<file path="config.mk">
export PLATFORM = sky130hd
export DESIGN_NAME = irc_message_tokenizer_top
export DESIGN_NICKNAME = d
export VERILOG_FILES = /design/src/sv/irct_pkg.sv /design/src/sv/irc_message_tokenizer_top.sv
export SDC_FILE = /design/constraint.sdc
export NUM_CORES = 1
export LEC_CHECK = 0
export ABC_CLOCK_PERIOD_IN_PS = 3800
export BUFFER_PORTS_ARGS = -buffer_cell sky130_fd_sc_hd__buf_2
export CAP_MARGIN = 20
export CORE_MARGIN = 10
export CORE_UTILIZATION = 40
export DETAILED_ROUTE_END_ITERATION = 7
export HOLD_SLACK_MARGIN = 0.03
export MAX_ROUTING_LAYER = met4
export PLACE_DENSITY_LB_ADDON = 0.08
export SLEW_MARGIN = 25
export SYNTH_ARGS = -nofsm -noshare
export SYNTH_HDL_FRONTEND = slang
export SYNTH_SLANG_ARGS = --single-unit
</file>
<file path="constraint.sdc">
create_clock -name clk -period 3.8 [get_ports clk]
set_clock_uncertainty 0.15 [all_clocks]
set_input_delay 0 -clock clk [delete_from_list [all_inputs] [get_ports clk]]
set_output_delay 0 -clock clk [all_outputs]
set_load 0.05 [all_outputs]
</file>
<file path="src/sv/irct_pkg.sv">
// ----------------------------------------------------------------------------
// irct_pkg: shared types and constants for the IRC message tokenizer
// Character codes, field kinds and the packed result word layout.
// ----------------------------------------------------------------------------
package irct_pkg;

	localparam int BYTE_W  = 8;
	localparam int KIND_W  = 3;
	localparam int IDX_W   = 4;
	localparam int ARG_W   = 5;
	localparam int PHASE_W = 3;
	localparam int OUT_W   = 24;

	localparam logic [BYTE_W-1:0] CH_COLON = 8'h3A;
	localparam logic [BYTE_W-1:0] CH_SPACE = 8'h20;
	localparam logic [BYTE_W-1:0] CH_BANG  = 8'h21;
	localparam logic [BYTE_W-1:0] CH_NUL   = 8'h00;

	localparam logic [KIND_W-1:0] KIND_NONE     = 3'd0;
	localparam logic [KIND_W-1:0] KIND_PREFIX   = 3'd1;
	localparam logic [KIND_W-1:0] KIND_COMMAND  = 3'd2;
	localparam logic [KIND_W-1:0] KIND_MIDDLE   = 3'd3;
	localparam logic [KIND_W-1:0] KIND_TRAILING = 3'd4;

	typedef struct packed {
		logic [ARG_W-1:0]  arg_total;
		logic              had_prefix;
		logic              nick_split;
		logic              field_start;
		logic [IDX_W-1:0]  arg_index;
		logic [KIND_W-1:0] field_kind;
		logic [BYTE_W-1:0] out_byte;
	} res_t;

	typedef struct packed {
		res_t res;
		logic last;
	} word_t;

endpackage

</file>
<file path="src/sv/irc_message_tokenizer_top.sv">
// ----------------------------------------------------------------------------
// irc_message_tokenizer_top: IRC message line tokenizer
// Tags each byte of a line as separator, prefix, command or argument.
// Each result is registered in the result register, or in the skid register while the result register is held.
// Throughput: one byte per cycle while the skid register is empty; the parse state updates at the input accept.
// A two-entry output (result register plus skid register) keeps input
// ready while one result waits to be taken.
// Reset: arst_n clears the parse state and the valid flags of both output entries at once.
// ----------------------------------------------------------------------------
module irc_message_tokenizer_top
	import irct_pkg::*;
#(
	parameter int MSG_LEN  = 512,
	parameter int MAX_ARGS = 15
) (
	input  logic              clk,
	input  logic              arst_n,
	input  logic              s_tvalid,
	output logic              s_tready,
	input  logic [BYTE_W-1:0] s_tdata,   // [7:0] data_byte
	input  logic              s_tlast,   // end_of_line
	output logic              m_tvalid,
	input  logic              m_tready,
	output logic [OUT_W-1:0]  m_tdata,   // [7:0] out_byte, [10:8] field_kind,
	                                     // [14:11] arg_index, [15] field_start,
	                                     // [16] nick_split, [17] had_prefix,
	                                     // [22:18] arg_total, [23] zero
	output logic              m_tlast    // last_result
);

	localparam int POS_W = (MSG_LEN > 2) ? $clog2(MSG_LEN) : 1;
	localparam logic [POS_W-1:0] POS_LAST = POS_W'(MSG_LEN - 1);
	localparam logic [ARG_W-1:0] ARG_LIMIT = ARG_W'(MAX_ARGS);

	localparam logic [PHASE_W-1:0] PH_START   = 3'd0;
	localparam logic [PHASE_W-1:0] PH_PREFIX  = 3'd1;
	localparam logic [PHASE_W-1:0] PH_GAP_CMD = 3'd2;
	localparam logic [PHASE_W-1:0] PH_COMMAND = 3'd3;
	localparam logic [PHASE_W-1:0] PH_GAP_ARG = 3'd4;
	localparam logic [PHASE_W-1:0] PH_MIDDLE  = 3'd5;
	localparam logic [PHASE_W-1:0] PH_TAIL    = 3'd6;
	localparam logic [PHASE_W-1:0] PH_DROP    = 3'd7;

	logic [POS_W-1:0]   pos_q;
	logic [PHASE_W-1:0] phase_q;
	logic [ARG_W-1:0]   argc_q;
	logic               prefix_q, split_q, ended_q, pending_q, trailing_q;

	logic [POS_W-1:0]   pos_c;
	logic [PHASE_W-1:0] phase_c, phase_n;
	logic [ARG_W-1:0]   argc_c, argc_n;
	logic               prefix_c, split_c, pending_c, trailing_c;
	logic               prefix_n, split_n, pending_n, trailing_n;
	logic [IDX_W-1:0]   cur;
	logic [BYTE_W-1:0]  b;
	res_t               res;

	word_t out_q, skid_q, new_w;
	logic  out_valid_q, skid_valid_q;
	logic  accept, pop;

	assign b      = s_tdata;
	assign accept = s_tvalid && s_tready;
	assign pop    = out_valid_q && m_tready;

	// line state after an end of line reads as cleared
	always_comb begin
		pos_c      = ended_q ? '0 : pos_q;
		phase_c    = ended_q ? PH_START : phase_q;
		argc_c     = ended_q ? '0 : argc_q;
		prefix_c   = ended_q ? 1'b0 : prefix_q;
		split_c    = ended_q ? 1'b0 : split_q;
		pending_c  = ended_q ? 1'b0 : pending_q;
		trailing_c = ended_q ? 1'b0 : trailing_q;
	end

	always_comb begin
		phase_n    = phase_c;
		argc_n     = argc_c;
		prefix_n   = prefix_c;
		split_n    = split_c;
		pending_n  = pending_c;
		trailing_n = trailing_c;
		res        = '0;
		cur        = (argc_c != '0) ? IDX_W'(argc_c - 1'b1) : '0;

		if (pos_c >= POS_LAST || b == CH_NUL) begin
			phase_n = PH_DROP;
		end

		unique case (phase_n)
			PH_START: begin
				if (b == CH_COLON) begin
					prefix_n  = 1'b1;
					pending_n = 1'b1;
					phase_n   = PH_PREFIX;
				end else if (b == CH_SPACE) begin
					phase_n = PH_GAP_ARG;
				end else begin
					res.field_kind  = KIND_COMMAND;
					res.field_start = 1'b1;
					phase_n         = PH_COMMAND;
				end
			end
			PH_PREFIX: begin
				if (b == CH_SPACE) begin
					pending_n = 1'b0;
					phase_n   = PH_GAP_CMD;
				end else begin
					res.field_kind  = KIND_PREFIX;
					res.field_start = pending_c;
					pending_n       = 1'b0;
					if (b == CH_BANG && !split_c) begin
						res.nick_split = 1'b1;
						split_n        = 1'b1;
					end
				end
			end
			PH_GAP_CMD: begin
				if (b != CH_SPACE) begin
					res.field_kind  = KIND_COMMAND;
					res.field_start = 1'b1;
					phase_n         = PH_COMMAND;
				end
			end
			PH_COMMAND: begin
				if (b == CH_SPACE) begin
					phase_n = PH_GAP_ARG;
				end else begin
					res.field_kind = KIND_COMMAND;
				end
			end
			PH_GAP_ARG: begin
				if (b != CH_SPACE) begin
					argc_n = argc_c + 1'b1;
					if (b == CH_COLON) begin
						pending_n  = 1'b1;
						trailing_n = 1'b1;
						phase_n    = PH_TAIL;
					end else begin
						res.field_kind  = KIND_MIDDLE;
						res.arg_index   = argc_c[IDX_W-1:0];
						res.field_start = 1'b1;
						if (argc_n >= ARG_LIMIT) begin
							trailing_n = 1'b0;
							phase_n    = PH_TAIL;
						end else begin
							phase_n = PH_MIDDLE;
						end
					end
				end
			end
			PH_MIDDLE: begin
				if (b == CH_SPACE) begin
					phase_n = PH_GAP_ARG;
				end else begin
					res.field_kind = KIND_MIDDLE;
					res.arg_index  = cur;
				end
			end
			PH_TAIL: begin
				res.field_kind  = trailing_c ? KIND_TRAILING : KIND_MIDDLE;
				res.arg_index   = cur;
				res.field_start = pending_c;
				pending_n       = 1'b0;
			end
			default: begin
			end
		endcase

		res.out_byte   = b;
		res.had_prefix = prefix_n;
		res.arg_total  = argc_n;
	end

	assign new_w.res  = res;
	assign new_w.last = s_tlast;

	always_ff @(posedge clk or negedge arst_n) begin
		if (!arst_n) begin
			pos_q      <= '0;
			phase_q    <= PH_START;
			argc_q     <= '0;
			prefix_q   <= 1'b0;
			split_q    <= 1'b0;
			ended_q    <= 1'b0;
			pending_q  <= 1'b0;
			trailing_q <= 1'b0;
		end else if (accept) begin
			pos_q      <= (pos_c < POS_LAST) ? pos_c + 1'b1 : pos_c;
			phase_q    <= phase_n;
			argc_q     <= argc_n;
			prefix_q   <= prefix_n;
			split_q    <= split_n;
			ended_q    <= s_tlast;
			pending_q  <= pending_n;
			trailing_q <= trailing_n;
		end
	end

	// result register with skid entry
	always_ff @(posedge clk or negedge arst_n) begin
		if (!arst_n) begin
			out_valid_q  <= 1'b0;
			skid_valid_q <= 1'b0;
		end else if (!out_valid_q || pop) begin
			if (skid_valid_q) begin
				out_valid_q  <= 1'b1;
				skid_valid_q <= 1'b0;
			end else begin
				out_valid_q <= accept;
			end
		end else if (accept) begin
			skid_valid_q <= 1'b1;
		end
	end

	always_ff @(posedge clk) begin
		if (!out_valid_q || pop) begin
			out_q <= skid_valid_q ? skid_q : new_w;
		end else if (accept) begin
			skid_q <= new_w;
		end
	end

	assign s_tready = !skid_valid_q;
	assign m_tvalid = out_valid_q;
	assign m_tdata  = {1'b0, out_q.res};
	assign m_tlast  = out_q.last;

	a_skid_behind_out: assert property (@(posedge clk) disable iff (!arst_n)
		skid_valid_q |-> out_valid_q)
		else $error("skid entry valid with empty result register");

	a_split_in_prefix: assert property (@(posedge clk) disable iff (!arst_n)
		(out_valid_q && out_q.res.nick_split) |-> out_q.res.field_kind == KIND_PREFIX)
		else $error("nick split outside prefix");

	a_index_only_args: assert property (@(posedge clk) disable iff (!arst_n)
		(out_valid_q && out_q.res.arg_index != '0) |->
		(out_q.res.field_kind == KIND_MIDDLE || out_q.res.field_kind == KIND_TRAILING))
		else $error("argument index on non-argument byte");

	a_start_kept: assert property (@(posedge clk) disable iff (!arst_n)
		(out_valid_q && out_q.res.field_start) |-> out_q.res.field_kind != KIND_NONE)
		else $error("field start on dropped byte");

	a_line_clears: assert property (@(posedge clk) disable iff (!arst_n)
		(accept && s_tlast) |=> ended_q)
		else $error("end of line not recorded");

endmodule

</file>
======== Word-level counts from Yosys, hierarchy flattened ========
Index checks and enable logic that the tools add are counted.
storage, ports and cells
  bits in registers ....................... 72
  input port bits ......................... 13
  output and inout bits ................... 27
operators by class
  $add $sub $neg .......................... 3
  $lt $le $gt $ge ......................... 3
  equality and inequality tests ........... 10
  multiplexer cells ....................... 54
  bitwise operators ....................... 1
  reductions and logical operators ........ 15
operators by type and width
  kind                   number
  $mux W3                10
  $eq A8 B6 Y1 const B   3
  $mux W1                24
  $mux W24               1
  $pmux W3 S7            1
  $mux W9                2
  $mux W8                2
  $mux W5                3
  $pmux W3 S5            1
  $pmux W4 S3            1
  $mux W2                5
  $add A9 B1 Y9 const B  1
  $eq A3 B3 Y1 const B   3
  $ge A9 B9 Y1 const B   1
  $lt A9 B9 Y1 const B   1
  $logic_not A8 Y1       1
  $ne A8 B6 Y1 const B   1
  $mux W7                1
  $eq A3 B2 Y1 const B   2
  $add A5 B1 Y5 const B  1
  $ge A5 B4 Y1 const B   1
  $pmux W1 S5            1
  $reduce_bool A5 Y1     1
  $mux W4                1
  11 further kinds       17

======== Longest topological paths before layout ========
Gate-level depths: netlist (run 1).
  depth in word-level cells ............... 7
  mapped depth ............................ 13

======== Worst setup path before layout (run 1) ========
OpenSTA, ideal clock, no wires.
  path kind ............................... register -> register
  from .................................... register ended_q
  to ...................................... register out_q (netlist bit m_tdata[21]) (data pin)
  data arrival time ....................... 2.978 ns
  data required time ...................... 3.390 ns
  slack ................................... 0.412 ns
  stages on the path, launching flop included .. 14
  buffers on the path ..................... 5
  clock period less this slack ............ 3.388 ns
  path through ............................ dfrtp_1 buf_6 clkbuf_1 clkbuf_1 clkbuf_1 nor2b_1 ha_1 and3_1 ha_1 a41oi_2 clkbuf_1 nand4_1 xnor2_1 mux2_2
on the way
  longest elaborated chain between the ends .. 7
  elaborated cells between the ends (all ways) .. 11
ends and longest elaborated chain
  what                    RTL line                          RTL
  from (decl)             irc_message_tokenizer_top.sv:47   logic prefix_q, split_q, ended_q, pending_q, trailing_q;
  from (signal assigned)  irc_message_tokenizer_top.sv:195  ended_q <= s_tlast;
  $mux W9                 irc_message_tokenizer_top.sv:68   pos_c = ended_q ? '0 : pos_q;
  $ge A9 B9 Y1            irc_message_tokenizer_top.sv:87   if (pos_c >= POS_LAST || b == CH_NUL) begin
  $logic_or A1 B1 Y1      irc_message_tokenizer_top.sv:87
  $mux W3                 irc_message_tokenizer_top.sv:87
  $eq A3 B3 Y1            irc_message_tokenizer_top.sv:91   unique case (phase_n)
  $mux W5 (*)             irc_message_tokenizer_top.sv:91
  net argc_n[3]           irc_message_tokenizer_top.sv:51   logic [ARG_W-1:0] argc_c, argc_n;
  $mux W24 (*)            irc_message_tokenizer_top.sv:220  out_q <= skid_valid_q ? skid_q : new_w;
  to (signal assigned)    irc_message_tokenizer_top.sv:220
  to (decl)               irc_message_tokenizer_top.sv:58   word_t out_q, skid_q, new_w;
The timed path passes the listed nets; every way through them passes the cells marked *.
A chain may end at the register's enable or synchronous reset.

==> summary.txt, run 1 <==
DRC Markers = 0
Worst-path clk slew = 0.08 ns
total gr overflow = 0
peak supply drop = 0.0002103 V
Synth area leader = edfxtp_1
DR vias = 2960
largest net degree at the start of global routing = 28
pre-CTS setup slack = 0.9901 ns
period utilization = 76.36%
clock sinks = 72
CP max stage cell = dfrtp_1
fin. max-slew vios = 0
antenna violations before repair = 0
layout net count = 414
post-synthesis sequential area ratio = 53.42%
worst-margin pin slew = 0.6512 ns
WL/cell = 17.73 um
Max stage delay on crit path = 0.53 ns
Synth top area share = 37.71%
vias in the first global route = 2965
Pwr Total = 2023 uW
Detailed Route Iter0 Violations = 200
main flop type after synthesis = edfxtp_1
routability cong. = 0.8623
Synth async-reset ratio = 33.33%
die area = 0.01387 sq mm
Area Overhead vs Synth = 16.53%
CP cell instances = nor2b_1, ha_1, and3_1, ha_1, a41oi_2, nand2_1, o32ai_1, mux2_2
type of element capturing the critical path = register
first-pass GRT wire length = 15.78 mm
met3 WL post-DR = 507 um
CP startpoint kind = register
total iterations of the first detailed-routing run = 5
required time worst endpoint = 3.86 ns
synthesized flop and latch total = 72
CTS tree = done
row cnt = 35
cell area after synthesis = 0.003822 sq mm
f_max = 344.6 MHz
met2 WL post-DR = 4.467 mm
clk_lat worst skew = 0.34 ns
layout cell share with drive strength beyond 1 = 21.89%
Filler cells = 881
Top Layer Used = met4
worst min path class = in -> async
HPWL Detailed = 6.436 mm
Util after Layout = 47.98%
Max Cap Viol = 0
Antenna Diode Count = 0
pwr dens = 454.2 mW/mm^2
outcome = complete, no violations
Setup Viol. Count Final = 0
RSZ-0062 raised after global routing = false
# IOs = 40
CP Max Fanout = 16
Final Hold Fails = 0
Die Y = 117.8 um
setup TNS = 0 ns
Total GRT Usage = 14.14%
Post-synth EDFFs = 48
Min Clock Period, post-route = 2.902 ns
Initial Util = 41.17%
core area = 0.009284 sq mm
leakage = 0.001710 uW
I/O Buffers = 38
Met1 Wirelength = 4.316 mm
number of buffers created by CTS = 9
routed vias/inst = 5.574
final WL = 9.412 mm
CP dominant cell by count = ha_1
Ys Warns = 0
cts repair resizes = 0
syn avg cell area = 10.77 sq um
leading post-synthesis cells by cell area = edfxtp_1 38%, dfrtp_1 16%, mux2_2 3.8%
Post-Synthesis Net Count = 372
setup ws final = 0.8983 ns
crit path kind = reg -> reg
WP data arrival = 2.96 ns
post-route ant nets = 0
Longest Clk Path Bufs = 2
Syn Inst Count = 355
Die W = 117.8 um
CTS Root Buffer Type = clkbuf_8
Netlist cell types = 70
H-tree Lvls = 3
Rel. slew slack = 55.97%
==> registers in the layout, indices dropped and copies added, names as in the netlist, 3 cells and up <==
name     count
skid_q      24
m_tdata     23
pos_q        9
argc_q       5
phase_q      3
==> metal layers <==
layer	global-route usage, %	vias to the layer above
met5	-	-
met4	5.100	0
met1	17.81	1437
li1	-	1421
met3	3.597	11
met2	21.50	91
==> critical path, delay by kind of cell, from the launching register on <==
family | cells | cell delay, ns
flops | 1 | 0.53
mux | 1 | 0.22
fa+ha+maj | 2 | 0.45
simple gates | 3 | 0.69
compound gates | 2 | 0.73
==> metrics by stage <==
stage / cells / hold WS (ns) / cell area, sq um
finish: 531 / 0.03528 / 4454
CTS: 531 / 0.04744 / 4454
detailed placement: 504 / -0.1046 / 4124
global placement: 504 / -0.1087 / 4124
floorplan: 355 / -0.4456 / 3822
global route: 531 / 0.07565 / 4454
==> logic make-up (layout without fill, tap and decap cells) <==
group / count (synthesis) / in the layout / share of synthesized area, %
simple gates: 139 / 139 / 19.35
xor+xnor: 5 / 5 / 1.146
buf+inv: 34 / 81 / 3.732
compound gates: 83 / 83 / 16.07
other cells: 1 / 1 / 0.09811
mux: 17 / 17 / 4.877
flops: 72 / 72 / 53.42
fa+ha+maj: 4 / 4 / 1.309
==> worst paths after layout <==
check / from / end / slack, ns / depth (start not counted)
min in group clk: m_tready / m_tvalid / 0.11 / 4
worst max register to register: ended_q / m_tdata[17] / 0.90 / 8
worst min-delay path: arst_n / argc_q[3] / 0.04 / 2
worst min register to register: prefix_q / prefix_q / 0.34 / 2
worst max-delay path: ended_q / m_tdata[17] / 0.90 / 8
max in group asynchronous: arst_n / phase_q[2] / 3.08 / 2
==> cells in the mapped netlist (3+ instances only) <==
cell type / count
dfrtp_1: 24
o211ai_1: 3
a21o_1: 3
clkbuf_1: 21
buf_2: 3
nor2_1: 30
mux2_2: 13
xor2_1: 3
nor2b_1: 10
nand4_1: 8
edfxtp_1: 48
inv_1: 8
o31ai_1: 6
a21oi_1: 16
or2_2: 3
nand3_1: 11
nor3_1: 7
and3_1: 7
ha_1: 4
nand2_1: 35
and2_1: 4
o22a_1: 4
mux2i_1: 4
nand2b_1: 8
o21ai_0: 13
a31oi_1: 6
==> placed cells by master (no fill, tap or decap), drive strengths merged, types with 3 or more instances in the layout <==
cell	Yosys	routed
ha	4	4
inv	8	8
and3	7	7
nand2b	8	8
mux2i	4	4
dfrtp	24	24
and2	4	4
o31ai	6	6
nor2	30	30
nand2	35	35
o22a	4	4
nand3	12	12
o311ai	3	3
nor2b	10	10
a21o	3	3
a31oi	7	7
or2	3	3
nor3	8	8
edfxtp	48	48
mux2	13	13
o211ai	3	3
clkbuf	21	10
dlygate4sd3	0	11
a21oi	16	16
o21ai	13	13
buf	5	46
nand4	9	9
xor2	3	3
==> area by class of cell <==
| cell class | instances | area [sq um] | share of cell area [%] |
|---|---|---|---|
| well taps | 129 | 161.4 | 3.624 |
| repair buffers | 57 | 360.3 | 8.090 |
| clock buffers | 10 | 137.6 | 3.090 |
| clock inverters | 6 | 82.58 | 1.854 |
| flip-flops and latches | 72 | 2042 | 45.84 |
| multi-input cells | 249 | 1640 | 36.83 |
| inverters | 8 | 30.03 | 0.6742 |
==> power by group <==
| part | leakage, uW | internal (uW) | switching [uW] |
|---|---|---|---|
| combinational | 0.000842 | 120 | 256 |
| clock | 0.000104 | 383 | 293 |
| sequential | 0.000765 | 918 | 53.2 |
==> what timing repair did <==
action	in CTS	in global routing
buffers inserted	0	0
endpoints found under the hold margin	47	0
hold buffers	11	0
(Power assumes the default switching activity.)
==> inputs of run 2 (changes only) <==
--- a/config.mk
+++ b/config.mk
@@ -5,7 +5,8 @@
 export SDC_FILE = /design/constraint.sdc
 export NUM_CORES = 1
 export LEC_CHECK = 0
-export ABC_CLOCK_PERIOD_IN_PS = 3800
+export ABC_AREA = 1
+export ABC_CLOCK_PERIOD_IN_PS = 3000
 export BUFFER_PORTS_ARGS = -buffer_cell sky130_fd_sc_hd__buf_2
 export CAP_MARGIN = 20
 export CORE_MARGIN = 10
==> constraint.sdc (replaced) <==
create_clock -name clk -period 3 [get_ports clk]
set_clock_uncertainty 0.15 [all_clocks]
set_input_delay 0 -clock clk [delete_from_list [all_inputs] [get_ports clk]]
set_output_delay 0 -clock clk [all_outputs]
set_load 0.05 [all_outputs]
==> summary.txt, run 2 <==
Detailed Route Iter0 Violations = 187 (was 200)
setup ws final = 0.3456 ns (was 0.8983 ns)
layout cell share with drive strength beyond 1 = 18.66% (was 21.89%)
WHS = 0.02649 ns (was 0.03528 ns)
Clock power frac = 25.1% (was 33.4%)
die area = 0.01356 sq mm (was 0.01387 sq mm)
Max Cap Viol = 0 (unchanged)
total iterations of the first detailed-routing run = 5 (unchanged)
first-pass GRT wire length = 14.00 mm (was 15.78 mm)
Synth top area share = 38.74% (was 37.71%)
Worst-path clk slew = 0.08 ns (about the same)
number of buffers created by CTS = 9 (unchanged)
Max stage delay on crit path = 0.41 ns (was 0.53 ns)
period utilization = 88.48% (was 76.36%)
RSZ-0062 raised after global routing = false (unchanged)
DRC Markers = 0 (unchanged)
worst-margin pin slew = 0.6915 ns (was 0.6512 ns)
Post-synth EDFFs = 48 (unchanged)
crit path kind = reg -> reg (unchanged)
worst min path class = in -> async (unchanged)
CTS Root Buffer Type = clkbuf_8 (unchanged)
Total GRT Usage = 13.44% (was 14.14%)
H-tree Lvls = 3 (unchanged)
reg2reg setup slack = 0.35 ns (was 0.90 ns)
Initial Util = 40.66% (was 41.17%)
CP max stage cell = dfrtp_1 (unchanged)
leading post-synthesis cells by cell area = edfxtp_1 39%, dfrtp_1 16%, nand2_1 16% (was edfxtp_1 38%, dfrtp_1 16%, mux2_2 3.8%)
pre-CTS setup slack = 0.2902 ns (was 0.9901 ns)
syn avg cell area = 8.594 sq um (was 10.77 sq um)
row cnt = 35 (unchanged)
routability cong. = 0.8715 (was 0.8623)
Final Hold Fails = 0 (unchanged)
Synth area leader = edfxtp_1 (unchanged)
Syn Inst Count = 433 (was 355)
crit-path leading delay family = simple AND/OR/NAND/NOR gates (was compound AO/OA/AOI/OAI gates)
vias in the first global route = 2783 (was 2965)
layout net count = 505 (was 414)
Comb power frac = 31.2% (was 18.6%)
required time worst endpoint = 2.95 ns (was 3.86 ns)
Die W = 116.5 um (was 117.8 um)
antenna violations before repair = 0 (unchanged)
Post-synth top cells = 158 x nand2_1, 49 x nor2_1, 48 x edfxtp_1, 39 x inv_1, 24 x dfrtp_1 (was 48 x edfxtp_1, 35 x nand2_1, 30 x nor2_1, 24 x dfrtp_1, 21 x clkbuf_1)
clock sinks = 72 (unchanged)
# IOs = 40 (unchanged)
CP startpoint kind = register (unchanged)
postcts setup bufs = 0 (unchanged)
total gr overflow = 0 (unchanged)
Post-Synthesis Net Count = 450 (was 372)
I/O Buffers = 38 (unchanged)
P_sw = 1082 uW (was 602.4 uW)
HPWL Detailed = 5.942 mm (was 6.436 mm)
crit path buf inv count = 1 (was 0)
main flop type after synthesis = edfxtp_1 (unchanged)
max reg flops = 24 (unchanged)
switching portion of total power = 36.87% (was 29.77%)
fin. max-slew vios = 0 (unchanged)
Min Clock Period, post-route = 2.654 ns (was 2.902 ns)
Antenna Diode Count = 0 (unchanged)
DR vias = 2829 (was 2960)
largest net degree at the start of global routing = 29 (was 28)
Ys Warns = 0 (unchanged)
CP Max Fanout = 9 (was 16)
routed vias/inst = 4.684 (was 5.574)
Area Overhead vs Synth = 16.81% (was 16.53%)
worst r2r dst = m_tdata[18] (was m_tdata[17])
Netlist cell types = 38 (was 70)
clk_lat worst skew = 0.34 ns (about the same)
leakage = 0.002077 uW (was 0.001710 uW)
Die Y = 116.5 um (was 117.8 um)
WP data arrival = 2.61 ns (was 2.96 ns)
CTS tree = done (unchanged)
internal power = 1852 uW (was 1421 uW)
CP dominant cell by count = nand2_1 (was ha_1)
commonest non-fill, non-tap cell in the layout = nand2_1 (was edfxtp_1)
Rel. slew slack = 53.61% (was 55.97%)
synthesized flop and latch total = 72 (unchanged)
core area = 0.009153 sq mm (was 0.009284 sq mm)
post-route ant nets = 0 (unchanged)
commonest non-fill, non-tap cells in the layout = 158 x nand2_1, 48 x nor2_1, 48 x edfxtp_1 (was 48 x edfxtp_1, 38 x buf_2, 35 x nand2_1)
cells on worst reg2reg path = 15 (was 8)
CP cell instances = nor2_1, ha_1, nand3_1, nor2_1, and3_1, ha_1, nor2_4, nand3_4, inv_4, nor2_8, nand2_4, nand2_1, nand2_1, nand2_1, nand2_1 (was nor2b_1, ha_1, and3_1, ha_1, a41oi_2, nand2_1, o32ai_1, mux2_2)
outcome = complete, no violations (unchanged)
WL/cell = 13.66 um (was 17.73 um)
f_max = 376.7 MHz (was 344.6 MHz)
Most flops, register = skid_q (unchanged)
Sequential Power Share = 43.6% (was 48.0%)
top-count cell post-synth = nand2_1 (was edfxtp_1)
pwr dens = 674.8 mW/mm^2 (was 454.2 mW/mm^2)
post-synthesis sequential area ratio = 54.88% (was 53.42%)
Synth async-reset ratio = 33.33% (unchanged)
Setup Viol. Count Final = 0 (unchanged)
worst r2r src = ended_q (unchanged)
Longest Clk Path Bufs = 2 (unchanged)
final WL = 8.249 mm (was 9.412 mm)
peak supply drop = 0.0002960 V (was 0.0002103 V)
cell area after synthesis = 0.003721 sq mm (was 0.003822 sq mm)
type of element capturing the critical path = register (unchanged)
setup TNS = 0 ns (unchanged)
-- run 2: how the worst max path moves through the flow --
stage	from	end	cells past startpoint
2_1_floorplan	m_tvalid	skid_q[0]	2
3_3_place_gp	pos_q[0]	m_tdata[8]	15
3_5_place_dp	pos_q[0]	m_tdata[21]	16
4_1_cts	pos_q[0]	m_tdata[8]	15
5_1_grt	pos_q[0]	m_tdata[21]	16
6_report	ended_q	m_tdata[18]	15
-- run 2: kinds of logic after synthesis --
logic type | Yosys count | synth area share, %
adder cells (fa/ha/maj) | 4 | 1.345
XOR/XNOR | 6 | 1.412
AO/OA/AOI/OAI | 35 | 5.683
AND/OR/NAND/NOR | 260 | 30.63
flip-flops | 72 | 54.88
buffers and inverters | 55 | 5.951
other | 1 | 0.1008
-- run 2: final cells by class --
type,instances,area (sq um)
multi-input cells,306,1465
inverters,44,167.7
clock inverters,6,60.06
flip-flops and latches,72,2042
fillers,876,4806
repair buffers,55,345.3
clock buffers,10,127.6
well taps,111,138.9
-- run 2: what timing repair did --
action | 4_1_cts | 5_1_grt
endpoints found under the setup margin | 0 | 1
hold buffers | 11 | 0
hold endpoints to repair | 45 | 0
resized for setup | 0 | 1
-- run 2: power groups by stage --
stage | clock (uW) | sequential [uW] | combinational, uW
3_5_place_dp | 0 | 1300 | 912
2_1_floorplan | 0 | 1490 | 515
5_1_grt | 807 | 1290 | 1030
4_1_cts | 766 | 1280 | 926
6_report | 737 | 1280 | 916
3_3_place_gp | 0 | 1300 | 915
-- run 2: stage by stage --
stage | cells | utilization (%) | instance area [sq um] | total power (uW)
2_1_floorplan | 433 | - | 3721 | 2003
3_3_place_gp | 577 | 44.18 | 4044 | 2214
3_5_place_dp | 577 | 44.18 | 4044 | 2214
4_1_cts | 604 | 47.44 | 4342 | 2973
5_1_grt | 604 | 47.49 | 4347 | 3133
6_report | 604 | 47.49 | 4347 | 2933
-- run 2: per-layer routing --
layer	wire length (um)	global-route usage, %	vias up	share of wire [%]
li1	-	-	1499	-
met1	4159	17.47	1266	50
met2	3625	20.14	59	44
met3	386	3.390	5	4.7
met4	78	4.254	0	0.95
met5	0	-	-	0
==> inputs of run 3 (changes only) <==
--- a/config.mk
+++ b/config.mk
@@ -5,7 +5,6 @@
 export SDC_FILE = /design/constraint.sdc
 export NUM_CORES = 1
 export LEC_CHECK = 0
-export ABC_AREA = 1
 export ABC_CLOCK_PERIOD_IN_PS = 3000
 export BUFFER_PORTS_ARGS = -buffer_cell sky130_fd_sc_hd__buf_2
 export CAP_MARGIN = 20
@@ -14,7 +13,7 @@
 export DETAILED_ROUTE_END_ITERATION = 7
 export HOLD_SLACK_MARGIN = 0.03
 export MAX_ROUTING_LAYER = met4
-export PLACE_DENSITY_LB_ADDON = 0.08
+export PLACE_DENSITY_LB_ADDON = 0.15
 export SLEW_MARGIN = 25
 export SYNTH_ARGS = -nofsm -noshare
 export SYNTH_HDL_FRONTEND = slang
==> summary.txt, run 3 (synthesized netlist as in run 1, its figures left out) <==
first-pass GRT wire length = 15.72 mm (was 14.00 mm)
# IOs = 40 (unchanged)
Die W = 117.8 um (was 116.5 um)
commonest non-fill, non-tap cells in the layout = 48 x edfxtp_1, 38 x buf_2, 35 x nand2_1 (was 158 x nand2_1, 48 x nor2_1, 48 x edfxtp_1)
Comb power frac = 18.8% (was 31.2%)
Clock power frac = 33.5% (was 25.1%)
Longest Clk Path Bufs = 2 (unchanged)
final WL = 9.417 mm (was 8.249 mm)
Rel. slew slack = 59.24% (was 53.61%)
Die Y = 117.8 um (was 116.5 um)
DR vias = 2968 (was 2829)
postcts setup bufs = 0 (unchanged)
layout cell share with drive strength beyond 1 = 22.98% (was 18.66%)
die area = 0.01387 sq mm (was 0.01356 sq mm)
largest net degree at the start of global routing = 28 (was 29)
worst-margin pin slew = 0.6081 ns (was 0.6915 ns)
type of element capturing the critical path = register (unchanged)
CP Max Fanout = 9 (unchanged)
Detailed Route Iter0 Violations = 161 (was 187)
CP startpoint kind = register (unchanged)
Initial Util = 41.17% (was 40.66%)
WL/cell = 17.50 um (was 13.66 um)
WP data arrival = 2.71 ns (was 2.61 ns)
required time worst endpoint = 2.96 ns (was 2.95 ns)
Pwr Total = 2576 uW (was 2933 uW)
period utilization = 91.75% (was 88.48%)
routed vias/inst = 5.517 (was 4.684)
fin. max-slew vios = 0 (unchanged)
antenna violations before repair = 0 (unchanged)
total gr overflow = 0 (unchanged)
DP Area = 0.004161 sq mm (was 0.004044 sq mm)
clock sinks = 72 (unchanged)
Total GRT Usage = 14.09% (was 13.44%)
row cnt = 35 (unchanged)
Sequential Power Share = 47.7% (was 43.6%)
worst min path class = in -> reg (was in -> async)
vias in the first global route = 3023 (was 2783)
Final Hold Fails = 0 (unchanged)
number of buffers created by CTS = 9 (unchanged)
max reg flops = 24 (unchanged)
Worst-path clk slew = 0.08 ns (about the same)
HPWL Detailed = 6.507 mm (was 5.942 mm)
CTS tree = done (unchanged)
post-route ant nets = 0 (unchanged)
internal power = 1792 uW (was 1852 uW)
Util after Layout = 48.61% (was 47.49%)
layout net count = 421 (was 505)
routability cong. = 0.9142 (was 0.8715)
outcome = complete, no violations (unchanged)
leakage = 0.001747 uW (was 0.002077 uW)
WHS = 0.07256 ns (was 0.02649 ns)
setup TNS = 0 ns (unchanged)
fin area = 0.004513 sq mm (was 0.004347 sq mm)
pwr dens = 570.7 mW/mm^2 (was 674.8 mW/mm^2)
Most flops, register = skid_q (unchanged)
DRC Markers = 0 (unchanged)
switching portion of total power = 30.43% (was 36.87%)
Antenna Diode Count = 0 (unchanged)
Area Overhead vs Synth = 18.07% (was 16.81%)
total iterations of the first detailed-routing run = 4 (was 5)
P_sw = 783.8 uW (was 1082 uW)
H-tree Lvls = 3 (unchanged)
Max Cap Viol = 0 (unchanged)
core area = 0.009284 sq mm (was 0.009153 sq mm)
crit path kind = reg -> reg (unchanged)
CTS Root Buffer Type = clkbuf_8 (unchanged)
clk_lat worst skew = 0.36 ns (was 0.34 ns)
RSZ-0062 raised after global routing = false (unchanged)
commonest non-fill, non-tap cell in the layout = edfxtp_1 (was nand2_1)
f_max = 363.3 MHz (was 376.7 MHz)
I/O Buffers = 38 (unchanged)
peak supply drop = 0.0002852 V (was 0.0002960 V)
Setup Viol. Count Final = 0 (unchanged)
Min Clock Period, post-route = 2.752 ns (was 2.654 ns)
run 3: cell types whose count changed in the layout (fill, tap and decap cells not counted), moves of 7 or more:
cell      change
a21oi_1      +11
nand3_1      -11
nand2b_1      +8
nand2_1     -123
o21ai_2       -7
buf_4         +7
mux2_2       +13
nor2b_1      +10
nor2_1       -19
inv_1        -31
run 3: repair_timing:
action                                 CTS  global route
hold buffers                            13             0
resized for setup                        0             0
endpoints found under the hold margin   45             0
run 3: power by group through the flow:
stage | Sequential, uW | Combinational [uW] | Clock [uW]
6_report | 1230 | 485 | 862
5_1_grt | 1240 | 527 | 934
4_1_cts | 1230 | 491 | 888
3_5_place_dp | 1250 | 475 | 0
3_3_place_gp | 1240 | 471 | 0
2_1_floorplan | 1350 | 243 | 0
run 3: routing by layer:
| layer | global-route usage, % | vias to the layer above | wire length, um |
|---|---|---|---|
| met5 | - | - | 0 |
| met1 | 17.16 | 1433 | 4404 |
| li1 | - | 1436 | - |
| met4 | 6.182 | 0 | 198 |
| met3 | 2.734 | 18 | 401 |
| met2 | 22.24 | 81 | 4412 |
run 3: layout make-up:
cell class              count  area [sq um]
flip-flops and latches     72          2042
clock inverters             6         93.84
inverters                   8         30.03
well taps                 129         161.4
repair buffers             64         417.9
fillers                   870          4771
clock buffers              10         127.6
multi-input cells         249          1640
run 3: worst paths after layout:
| kind | start | to | slack, ns | cells after the start |
|---|---|---|---|---|
| max | ended_q | m_tdata[18] | 0.25 | 8 |
| min | m_tready | m_tvalid | 0.07 | 4 |
| max reg2reg | ended_q | m_tdata[18] | 0.25 | 8 |
| max in group asynchronous | arst_n | split_q | 1.12 | 4 |
| min reg2reg | prefix_q | prefix_q | 0.34 | 2 |
| min in group asynchronous | arst_n | pos_q[1] | 0.52 | 3 |
run 3: per-stage QoR:
| stage | worst slack, ns | instances |
|---|---|---|
| 6_report | 0.2476 | 538 |
| 2_1_floorplan | -0.002149 | 355 |
| 3_3_place_gp | 0.3538 | 509 |
| 5_1_grt | 0.01947 | 538 |
| 3_5_place_dp | 0.2764 | 509 |
| 4_1_cts | 0.2332 | 538 |
run 3: critical path: stages, from the launching register on:
cell	delay [ns]
dfrtp_1	0.51
nor2b_1	0.12
ha_1	0.26
and3_1	0.17
ha_1	0.18
a41oi_2	0.36
nand3_1	0.27
xnor2_1	0.22
mux2_2	0.27
